File: src/rtl/hps_pkg.sv
package hps_pkg;

  localparam int unsigned CfgW    = 16;
  localparam int unsigned CfgIdxW = 3;
  localparam int unsigned ModeW   = 3;
  localparam int unsigned TempW   = 2;
  localparam int unsigned ElapsedW = 16;

  localparam logic [CfgIdxW-1:0] CFG_COOLDOWN   = 3'd0;
  localparam logic [CfgIdxW-1:0] CFG_OFF_LOCK   = 3'd1;
  localparam logic [CfgIdxW-1:0] CFG_FLOW_TMO   = 3'd2;
  localparam logic [CfgIdxW-1:0] CFG_ON_LOCK    = 3'd3;
  localparam logic [CfgIdxW-1:0] CFG_ERROR_HOLD = 3'd4;

  localparam logic [ModeW-1:0] MODE_COOLDOWN   = 3'd0;
  localparam logic [ModeW-1:0] MODE_OFF_LOCKED = 3'd1;
  localparam logic [ModeW-1:0] MODE_OFF        = 3'd2;
  localparam logic [ModeW-1:0] MODE_FLOW_CHECK = 3'd3;
  localparam logic [ModeW-1:0] MODE_ON_LOCKED  = 3'd4;
  localparam logic [ModeW-1:0] MODE_ON         = 3'd5;
  localparam logic [ModeW-1:0] MODE_ERROR      = 3'd6;
  localparam logic [ModeW-1:0] MODE_FATAL      = 3'd7;

  localparam logic [TempW-1:0] TEMP_BELOW = 2'd0;
  localparam logic [TempW-1:0] TEMP_ABOVE = 2'd2;

  localparam int unsigned RLY_COMP = 0;
  localparam int unsigned RLY_PRI  = 1;
  localparam int unsigned RLY_SEC  = 2;
  localparam logic [2:0] RLY_ALL_OFF = 3'b111;

  localparam logic [CfgW-1:0] COOLDOWN_RST   = 16'd60;
  localparam logic [CfgW-1:0] OFF_LOCK_RST   = 16'd300;
  localparam logic [CfgW-1:0] FLOW_TMO_RST   = 16'd30;
  localparam logic [CfgW-1:0] ON_LOCK_RST    = 16'd300;
  localparam logic [CfgW-1:0] ERROR_HOLD_RST = 16'd600;

  typedef struct packed {
    logic [TempW-1:0] temp_level;
    logic             flow_ok;
    logic             measure_ok;
  } in_item_t;

  typedef struct packed {
    logic [ModeW-1:0]    mode;
    logic                compressor_off;
    logic                primary_pump_off;
    logic                secondary_pump_off;
    logic                halted;
    logic [ElapsedW-1:0] elapsed;
  } out_item_t;

  typedef struct packed {
    logic [CfgW-1:0] cooldown_period;
    logic [CfgW-1:0] off_lock_period;
    logic [CfgW-1:0] flow_timeout;
    logic [CfgW-1:0] on_lock_period;
    logic [CfgW-1:0] error_hold_period;
  } cfg_t;

  typedef struct packed {
    logic [ModeW-1:0] mode;
    logic [2:0]       relays;
    logic             halt;
  } seq_state_t;

endpackage

File: src/rtl/hps_if.sv
interface hps_in_if;
  logic               valid;
  logic               ready;
  hps_pkg::in_item_t  data;

  modport source (output valid, output data, input ready);
  modport sink   (input valid, input data, output ready);
endinterface

interface hps_out_if;
  logic               valid;
  logic               ready;
  hps_pkg::out_item_t data;

  modport source (output valid, output data, input ready);
  modport sink   (input valid, input data, output ready);
endinterface

File: src/rtl/hps_cfg_regs.sv
module hps_cfg_regs (
  input  logic                          clk_i,
  input  logic                          rst_ni,
  input  logic                          cfg_we_i,
  input  logic [hps_pkg::CfgIdxW-1:0]   cfg_idx_i,
  input  logic [hps_pkg::CfgW-1:0]      cfg_data_i,
  output hps_pkg::cfg_t                 cfg_o
);

  hps_pkg::cfg_t cfg_q;

  always_ff @(posedge clk_i or negedge rst_ni) begin
    if (!rst_ni) begin
      cfg_q.cooldown_period   <= hps_pkg::COOLDOWN_RST;
      cfg_q.off_lock_period   <= hps_pkg::OFF_LOCK_RST;
      cfg_q.flow_timeout      <= hps_pkg::FLOW_TMO_RST;
      cfg_q.on_lock_period    <= hps_pkg::ON_LOCK_RST;
      cfg_q.error_hold_period <= hps_pkg::ERROR_HOLD_RST;
    end else if (cfg_we_i) begin
      unique case (cfg_idx_i)
        hps_pkg::CFG_COOLDOWN:   cfg_q.cooldown_period   <= cfg_data_i;
        hps_pkg::CFG_OFF_LOCK:   cfg_q.off_lock_period   <= cfg_data_i;
        hps_pkg::CFG_FLOW_TMO:   cfg_q.flow_timeout      <= cfg_data_i;
        hps_pkg::CFG_ON_LOCK:    cfg_q.on_lock_period    <= cfg_data_i;
        hps_pkg::CFG_ERROR_HOLD: cfg_q.error_hold_period <= cfg_data_i;
        default: ;
      endcase
    end
  end

  assign cfg_o = cfg_q;

endmodule

File: src/rtl/hps_step.sv
module hps_step #(
  parameter int unsigned TIMER_BITS = 16
) (
  input  hps_pkg::seq_state_t    state_i,
  input  logic [TIMER_BITS-1:0]  timer_i,
  input  hps_pkg::in_item_t      item_i,
  input  hps_pkg::cfg_t          cfg_i,
  output hps_pkg::seq_state_t    state_o,
  output logic [TIMER_BITS-1:0]  timer_o
);

  localparam int unsigned CmpW =
    (TIMER_BITS > hps_pkg::CfgW) ? TIMER_BITS : hps_pkg::CfgW;

  logic [TIMER_BITS-1:0] tick;
  logic [CmpW-1:0]       t;
  logic                  below;
  logic                  above;

  always_comb begin
    tick  = (timer_i == {TIMER_BITS{1'b1}}) ? timer_i : timer_i + TIMER_BITS'(1);
    t     = CmpW'(tick);
    below = (item_i.temp_level == hps_pkg::TEMP_BELOW);
    above = (item_i.temp_level == hps_pkg::TEMP_ABOVE);

    state_o = state_i;
    timer_o = timer_i;

    if (!state_i.halt) begin
      timer_o = tick;
      if (item_i.measure_ok) begin
        unique case (state_i.mode)
          hps_pkg::MODE_COOLDOWN: begin
            if (t > CmpW'(cfg_i.cooldown_period)) begin
              state_o.relays[hps_pkg::RLY_PRI] = 1'b1;
              state_o.relays[hps_pkg::RLY_SEC] = 1'b1;
              state_o.mode = hps_pkg::MODE_OFF_LOCKED;
            end
          end
          hps_pkg::MODE_OFF_LOCKED: begin
            if (t > CmpW'(cfg_i.off_lock_period)) begin
              state_o.mode = hps_pkg::MODE_OFF;
            end
          end
          hps_pkg::MODE_OFF: begin
            if (below) begin
              state_o.mode = hps_pkg::MODE_FLOW_CHECK;
              state_o.relays[hps_pkg::RLY_PRI] = 1'b0;
              state_o.relays[hps_pkg::RLY_SEC] = 1'b0;
              timer_o = '0;
            end
            if (item_i.flow_ok) begin
              state_o.mode = hps_pkg::MODE_ERROR;
              timer_o = '0;
            end
          end
          hps_pkg::MODE_FLOW_CHECK: begin
            if (t < CmpW'(cfg_i.flow_timeout)) begin
              if (item_i.flow_ok) begin
                state_o.relays[hps_pkg::RLY_COMP] = 1'b0;
                state_o.mode = hps_pkg::MODE_ON_LOCKED;
                timer_o = '0;
              end
            end else begin
              state_o.mode = hps_pkg::MODE_ERROR;
              timer_o = '0;
            end
          end
          hps_pkg::MODE_ON_LOCKED: begin
            if (t > CmpW'(cfg_i.on_lock_period)) begin
              state_o.mode = hps_pkg::MODE_ON;
            end
            if (!item_i.flow_ok) begin
              state_o.relays = hps_pkg::RLY_ALL_OFF;
              state_o.mode = hps_pkg::MODE_OFF_LOCKED;
            end
          end
          hps_pkg::MODE_ON: begin
            if (above) begin
              state_o.mode = hps_pkg::MODE_COOLDOWN;
              state_o.relays[hps_pkg::RLY_COMP] = 1'b1;
              timer_o = '0;
            end
            if (!item_i.flow_ok) begin
              state_o.relays = hps_pkg::RLY_ALL_OFF;
              state_o.mode = hps_pkg::MODE_OFF_LOCKED;
            end
          end
          hps_pkg::MODE_ERROR: begin
            if (t > CmpW'(cfg_i.error_hold_period)) begin
              state_o.mode = hps_pkg::MODE_OFF_LOCKED;
            end
            state_o.relays = hps_pkg::RLY_ALL_OFF;
          end
          default: begin
            state_o.halt = 1'b1;
          end
        endcase
      end
    end
  end

endmodule

File: src/rtl/heat_pump_sequencer.sv
// Heat pump sequencer, stepped once per input transaction (one second tick).
// Each transaction carries the tank temperature class, the flow flag and the
// measurement flag, and yields exactly one result transaction with the mode,
// the three active-low relay drives, the halted flag and the event timer
// (saturated at 65535 on the output). A transaction is registered, stepped
// through the sequencer and written to the result register once the result
// side can take it, and one transaction is taken every cycle while the
// result side keeps up; the sequencer state register closes the loop from
// one transaction to the next. Configuration writes are registered and must
// only be issued while no transaction is in flight.
module heat_pump_sequencer #(
  parameter int unsigned TIMER_BITS = 16
) (
  input  logic                        clk_i,
  input  logic                        rst_ni,
  input  logic                        cfg_we_i,
  input  logic [hps_pkg::CfgIdxW-1:0] cfg_idx_i,
  input  logic [hps_pkg::CfgW-1:0]    cfg_data_i,
  hps_in_if.sink                      in_i,
  hps_out_if.source                   out_o
);

  localparam int unsigned WideW =
    (TIMER_BITS > hps_pkg::ElapsedW) ? TIMER_BITS : hps_pkg::ElapsedW;

  hps_pkg::cfg_t       cfg;
  hps_pkg::in_item_t   in_item_q;
  logic                in_vld_q;
  hps_pkg::out_item_t  out_item_q;
  hps_pkg::out_item_t  out_item_d;
  logic                out_vld_q;
  hps_pkg::seq_state_t state_q;
  hps_pkg::seq_state_t state_d;
  logic [TIMER_BITS-1:0] timer_q;
  logic [TIMER_BITS-1:0] timer_d;
  logic [WideW-1:0]    timer_wide;
  logic                advance;

  hps_cfg_regs u_cfg (
    .clk_i      (clk_i),
    .rst_ni     (rst_ni),
    .cfg_we_i   (cfg_we_i),
    .cfg_idx_i  (cfg_idx_i),
    .cfg_data_i (cfg_data_i),
    .cfg_o      (cfg)
  );

  hps_step #(
    .TIMER_BITS (TIMER_BITS)
  ) u_step (
    .state_i (state_q),
    .timer_i (timer_q),
    .item_i  (in_item_q),
    .cfg_i   (cfg),
    .state_o (state_d),
    .timer_o (timer_d)
  );

  assign advance    = in_vld_q && (!out_vld_q || out_o.ready);
  assign in_i.ready = !in_vld_q || advance;

  always_comb begin
    timer_wide = WideW'(timer_d);
    out_item_d.mode               = state_d.mode;
    out_item_d.compressor_off     = state_d.relays[hps_pkg::RLY_COMP];
    out_item_d.primary_pump_off   = state_d.relays[hps_pkg::RLY_PRI];
    out_item_d.secondary_pump_off = state_d.relays[hps_pkg::RLY_SEC];
    out_item_d.halted             = state_d.halt;
    out_item_d.elapsed = (timer_wide > WideW'({hps_pkg::ElapsedW{1'b1}})) ?
                         {hps_pkg::ElapsedW{1'b1}} :
                         timer_wide[hps_pkg::ElapsedW-1:0];
  end

  always_ff @(posedge clk_i or negedge rst_ni) begin
    if (!rst_ni) begin
      in_vld_q <= 1'b0;
    end else if (in_i.ready) begin
      in_vld_q <= in_i.valid;
    end
  end

  always_ff @(posedge clk_i) begin
    if (in_i.ready && in_i.valid) begin
      in_item_q <= in_i.data;
    end
  end

  always_ff @(posedge clk_i or negedge rst_ni) begin
    if (!rst_ni) begin
      state_q.mode   <= hps_pkg::MODE_OFF_LOCKED;
      state_q.relays <= hps_pkg::RLY_ALL_OFF;
      state_q.halt   <= 1'b0;
      timer_q        <= '0;
      out_vld_q      <= 1'b0;
    end else begin
      if (advance) begin
        state_q <= state_d;
        timer_q <= timer_d;
      end
      if (advance) begin
        out_vld_q <= 1'b1;
      end else if (out_o.ready) begin
        out_vld_q <= 1'b0;
      end
    end
  end

  always_ff @(posedge clk_i) begin
    if (advance) begin
      out_item_q <= out_item_d;
    end
  end

  assign out_o.valid = out_vld_q;
  assign out_o.data  = out_item_q;

endmodule

File: src/flat_wrapper.sv
// flat-port wrapper written by rule: the top's interface ports become plain ports
module heat_pump_sequencer_flat 
#(
  parameter int unsigned TIMER_BITS = 16
)
  (clk_i, rst_ni, cfg_we_i, cfg_idx_i, cfg_data_i, in_i_valid, in_i_data, in_i_ready, out_o_valid, out_o_data, out_o_ready);
  hps_in_if in_i_i ();
  hps_out_if out_o_i ();
  input  logic clk_i;
  input  logic rst_ni;
  input  logic cfg_we_i;
  input  logic [hps_pkg::CfgIdxW-1:0] cfg_idx_i;
  input  logic [hps_pkg::CfgW-1:0] cfg_data_i;
  input wire logic [$bits(in_i_i.valid)-1:0] in_i_valid;
  input wire logic [$bits(in_i_i.data)-1:0] in_i_data;
  output wire logic [$bits(in_i_i.ready)-1:0] in_i_ready;
  output wire logic [$bits(out_o_i.valid)-1:0] out_o_valid;
  output wire logic [$bits(out_o_i.data)-1:0] out_o_data;
  input wire logic [$bits(out_o_i.ready)-1:0] out_o_ready;
  assign in_i_i.valid = in_i_valid;
  assign in_i_i.data = in_i_data;
  assign in_i_ready = in_i_i.ready;
  assign out_o_valid = out_o_i.valid;
  assign out_o_data = out_o_i.data;
  assign out_o_i.ready = out_o_ready;
  heat_pump_sequencer #(.TIMER_BITS(TIMER_BITS)) u_core (.clk_i(clk_i), .rst_ni(rst_ni), .cfg_we_i(cfg_we_i), .cfg_idx_i(cfg_idx_i), .cfg_data_i(cfg_data_i), .in_i(in_i_i), .out_o(out_o_i));
endmodule
File: config.mk
export PLATFORM = sky130hd
export DESIGN_NAME = heat_pump_sequencer_flat
export DESIGN_NICKNAME = d
export VERILOG_FILES = /design/src/rtl/hps_pkg.sv /design/src/rtl/hps_if.sv /design/src/rtl/hps_cfg_regs.sv /design/src/rtl/hps_step.sv /design/src/rtl/heat_pump_sequencer.sv /design/src/flat_wrapper.sv
export SDC_FILE = /design/constraint.sdc
export NUM_CORES = 1
export LEC_CHECK = 0
export ABC_CLOCK_PERIOD_IN_PS = 5300
export BUFFER_PORTS_ARGS = -buffer_cell sky130_fd_sc_hd__buf_2
export CORE_UTILIZATION = 48
export DETAILED_ROUTE_END_ITERATION = 12
export PLACE_DENSITY = 0.76
export SLEW_MARGIN = 20
export SYNTH_ARGS = -nofsm -noshare
export SYNTH_HDL_FRONTEND = slang
export SYNTH_SLANG_ARGS = --single-unit
File: constraint.sdc
create_clock -name clk_i -period 5.3 [get_ports clk_i]
set_clock_uncertainty 0.05 [all_clocks]
set_input_delay 0 -clock clk_i [delete_from_list [all_inputs] [get_ports clk_i]]
set_output_delay 0 -clock clk_i [all_outputs]
set_load 0.01 [all_outputs]
# Word level (Yosys, flattened, before mapping)
# Index checks and enable logic that the tools add are counted.
# totals
ff_bits	132
in_bits	28
output_inout_bits	25
# classes
add_sub_neg	1
magnitude_cmp	6
eq_ne	12
muxes	31
n_reduce_logical	16
# op_table
cell	n
two-way mux 16 bit	8
greater-than comparator 16 bit	4
one-hot mux 16 bit (3 select lines)	1
two-way mux 3 bit	7
one-hot mux 3 bit (7 select lines)	1
adder 16 x 1 -> 16 bit, second input constant	1
equality test 16 bit, second input constant	1
greater-than comparator 16 bit, second input constant	1
< comparator 16 bit	1
two-way mux 7 bit	2
equality test 3 x 2 -> 1 bit, second input constant	4
equality test 3 bit, second input constant	4
two-way mux 6 bit	2
two-way mux 5 bit	2
one-hot mux 2 bit (5 select lines)	1
AND reduction 2 bit	5
OR reduction 7 bit	1
equality test 3 x 1 -> 1 bit, second input constant	2
zero test 3 bit	2
two-way mux 1 bit	6
one-hot mux 1 bit (4 select lines)	1
equality test 2 bit, second input constant	1
logical AND 1 bit	2
zero test 1 bit	2
other kinds (3)	4

# Longest topological paths before layout
# depth
depth_word	8
ltp_mapped	17

# Cells and area by module
# Synthesis repeated with hierarchy kept, for this count alone.
# unflattened
hier_cells	721
area_unflattened_um2	7998.9
# modules_own_cells
module	instances	cells_each	area_each_um2
hps_cfg_regs	1	173	3075.4
hps_step	1	464	3074.2
heat_pump_sequencer	1	84	1849.3

# Least setup slack after synthesis
# No wires, ideal clock.
# synth_path
kind	register -> register
from	reg u_core.timer_q[1]
to	reg u_core.out_item_q, in the netlist u_core.out_o.data[22], data pin
setup_ns	0.274
t_arrival_ns	3.522
path_slack_ns	1.455
stages_incl_launch_ff	17
synth_period_minus_slack_ns	3.845
cell_sequence	dfrtp_1 -> ha_1 -> nand3_2 -> nor4_4 -> buf_4 -> nor4_2 -> nand2_1 -> nor2_1 -> xor2_1 -> ha_1 -> nand4_1 -> inv_1 -> a221oi_1 -> o41a_1 -> nor3_1 -> a2111oi_0 -> o21ai_0
# synth_lines
item	line_no	text
from (decl)	heat_pump_sequencer.sv:34	logic [TIMER_BITS-1:0] timer_q;
from (signal assigned)	heat_pump_sequencer.sv:98	timer_q <= timer_d;
to (signal assigned)	heat_pump_sequencer.sv:110	out_item_q <= out_item_d;
to (decl)	heat_pump_sequencer.sv:29	hps_pkg::out_item_t out_item_q;

# Final worst setup path
# layout_path
from	reg u_core.timer_q[1]
to	reg u_core.out_item_q, in the netlist u_core.out_o.data[2], data pin
# layout_via
elab_chain_cells	8
word_cells_on_any_way	13
# layout_lines
item	line_no	text
adder 16 x 1 -> 16 bit or equality test 16 bit (tied branches)	hps_step.sv:21	tick = (timer_i == {TIMER_BITS{1'b1}}) ? timer_i : timer_i + TIMER_BITS'(1);
two-way mux 16 bit *	hps_step.sv:21	
< comparator 16 bit, or another cell as far along	hps_step.sv:58	if (t < CmpW'(cfg_i.flow_timeout)) begin
two-way mux 16 bit, on equally long branches	hps_step.sv:58, hps_step.sv:52	
one-hot mux 16 bit (3 select lines)	hps_step.sv:32	unique case (state_i.mode)
two-way mux 16 bit *	hps_step.sv:31	if (item_i.measure_ok) begin
two-way mux 16 bit *	hps_step.sv:29	if (!state_i.halt) begin
via u_core.timer_d[2]	heat_pump_sequencer.sv:35	logic [TIMER_BITS-1:0] timer_d;
greater-than comparator 16 bit	heat_pump_sequencer.sv:69	out_item_d.elapsed = (timer_wide > WideW'({hps_pkg::ElapsedW{1'b1}})) ?
# The timed path passes the listed nets; every way through them passes the cells marked *.
# A chain may end at the register's enable or synchronous reset.

==> flow_metrics.tcl <==
set metrics [dict create \
    start_util 0.495 \
    cp-startpoint "u_core.timer_q[1]" \
    grt_pass1_vias 6195 \
    via_per_inst 5.62 \
    reg2reg_depth 15 \
    grt_usage 0.246 \
    avgSynthCellArea_um2 9.29 \
    utilization 0.576 \
    ys_warn_count 0 \
    ctsResizeCount 0 \
    ys_async_sr_fraction 0.795 \
    min_path_type "input port to flip-flop" \
    worst_pin_slew_ns 0.974 \
    cts_tree "done" \
    cts.sinks 132 \
    ir_drop_v 0.000286 \
    final_cell_mix "nand2_1 (138), inv_1 (94), o21ai_0 (90)" \
    power_density_nw_per_um2 452 \
    cts_root_buf "clkbuf_16" \
    n_fill_cell 1428 \
    grt_max_degree 63 \
    layout_commonest_cell "nand2_1" \
    num_antenna_cells 0 \
    dp_hpwl_um 13900 \
    status "finished clean" \
    fin_crit_sh 0.890 \
    setup_tns_ns 0 \
    slowest_stage "xnor2_1" \
    worst_path_dominant_cell_family "compound AO/OA/AOI/OAI gates" \
    clk_latency_ns 0.43 \
    nets 1026 \
    syn_inst 852 \
    synth_nets 956 \
    yosysTopAreaCell "dfrtp_1" \
    max-slew-margin-rel 0.349 \
    chipHeight_um 130 \
    synth-seq-cells 132 \
    vias 6472 \
    timing.final.max_slew_violations 0 \
    min_period_ns 4.72 \
    ys.flop_type "dfrtp_1" \
    cp-end-kind "flip-flop" \
    drt-initial-drc-count 466 \
    ant_nets 0 \
    drc 0 \
    area_growth_pct 16.5 \
    dieWidth_um 130 \
    hold_viol_final 0 \
    wl_um 19400 \
    ioPinCount 53 \
    post_cts_buffers 0 \
    crit_cells 15 \
    layout_setup_ws_ns 0.584 \
    clock.fmax_mhz 212 \
    synth.distinct_cells 63 \
    syn-cell-area_um2 7920 \
    post_drt_wl_per_cell_um 16.8 \
    critPathKind "flip-flop to flip-flop" \
    grt_overflow 0 \
    numPortBuffers 52 \
    cts.clk_slew.worst_paths_ns 0.06 \
    leakage_nw 4.16 \
    synthTopCellsByArea "dfrtp_1 (26%), ha_1 (12%), edfxtp_1 (10%), dfstp_2 (8.0%), nand2_1 (6.5%)" \
    dr.pass1.iters 5 \
    rows 46 \
    cap_violations 0 \
    rsz0062_at_grt "false" \
    cts_buffers 17 \
    crit_path_cell_trace "ha_1 -> nand3_2 -> nor4_4 -> nor4_2 -> nand2_1 -> xnor2_1 -> ha_1 -> nand4_1 -> inv_1 -> a221oi_1 -> o41a_1 -> o211a_1 -> nor2_2 -> buf_4 -> o31ai_1" \
    synth_edf_count 27 \
    core-area_um2 16000 \
    critPathMaxStageDelay_ns 0.52 \
    p_total_w 0.00417 \
    htreeDepth 4 \
    hold_depth 3 \
    crit_top_cell "ha_1" \
    crit_fanout 30 \
    whs_ns 0.00580 \
    cp-start-kind "flip-flop" \
    antenna_found_initial 0 \
    setup_viol 0 \
    die_area_um2 17000 \
    synth_seq_area_share 0.438 \
    holdBufCountCts 25 \
    drive_above_1_share 0.165 \
    yosysTopAreaCellShare 0.256 \
    clockBufferDepth 2 \
    crit_required_ns 5.50 \
    gp_congestion 0.873 \
    cp.arrival_ns 4.91 \
    worst-path-buf-inv 2 \
    r2r_start "u_core.timer_q[1]" \
    grt_pass1_wl_um 31200 \
    dpl_worst_slack_ns 0.630 \
    min_from "cfg_idx_i[1]" \
]
-- worst register-to-register path, cell delays in order, from the launching register on --
cell and delay, ns:
dfrtp_1 0.42, ha_1 0.24, nand3_2 0.14, nor4_4 0.09, nor4_2 0.48, nand2_1 0.31, xnor2_1 0.52, ha_1 0.35
nand4_1 0.13, inv_1 0.05, a221oi_1 0.44, o41a_1 0.32, o211a_1 0.40, nor2_2 0.05, buf_4 0.25, o31ai_1 0.29
-- metal layers --
layer,track usage,routed length [um]
met5,0,0
met4,0.108,563
met3,0.0509,910
met2,0.396,9070
met1,0.322,8810
-- through the flow --
step                      cell area [um2]  std cells
after floorplan                      7920        852
after global placement               8390       1094
after detailed placement             8390       1094
after CTS                            9220       1151
after global routing                 9220       1151
final                                9220       1151
-- registers in the layout, indices dropped and copies added (netlist names) --
name,cells
u_core.u_cfg.cfg_o,80
u_core.out_o.data,23
u_core.state_q,7
u_core.out_o.valid,1
u_core.in_item_q,4
u_core.timer_q,16
u_core.in_vld_q,1
-- power breakdown --
group / leakage (nW) / switching [W] / total, W / internal [W]
Clock: 0.277 / 0.000460 / 0.00116 / 0.000696
Combinational: 2.39 / 0.000914 / 0.00153 / 0.000611
Sequential: 1.49 / 0.000160 / 0.00149 / 0.00132
-- path summary, 6_finish.rpt --
path	endpoint	slack (ns)
worst max-delay path	u_core.out_o.data[2]	0.58
worst min-delay path	u_core.u_cfg.cfg_o[64]	0.006
worst max register to register	u_core.out_o.data[2]	0.58
worst min register to register	u_core.out_o.valid	0.44
max in group asynchronous	u_core.out_o.valid	3.90
min in group asynchronous	u_core.u_cfg.cfg_o[72]	0.08
-- area by class of cell --
type	count	area [um2]	area share
clock buffer	21	482	0.0522
clock inverter	11	98.8	0.0107
inverter	94	353	0.0383
multi-input combinational	588	3950	0.428
sequential	132	3470	0.376
tap	216	270	0.0293
timing repair buffer	89	603	0.0654
-- kinds of logic (layout without fill, tap and decap cells) --
family	Yosys count	after routing	share of synthesized area
DFF	132	132	0.438
AOI/OAI and AO/OA	209	209	0.165
muxes	25	25	0.0349
xor gates and xnor gates	15	15	0.0201
buffers and inverters	132	215	0.0657
adders and majority gates	76	76	0.120
and+or+nand+nor	263	263	0.156
-- synth_stat cells, types with 19 or more instances --
master    number
o21ai_0       90
inv_1         94
a21oi_1       30
mux2_2        21
o211ai_1      19
clkbuf_1      29
nand2_1      138
nand3_1       24
dfstp_2       24
nor2_1        32
edfxtp_1      27
o31ai_1       22
dfrtp_1       81
ha_1          76
Note: power is estimated with default switching activity, not from simulation.
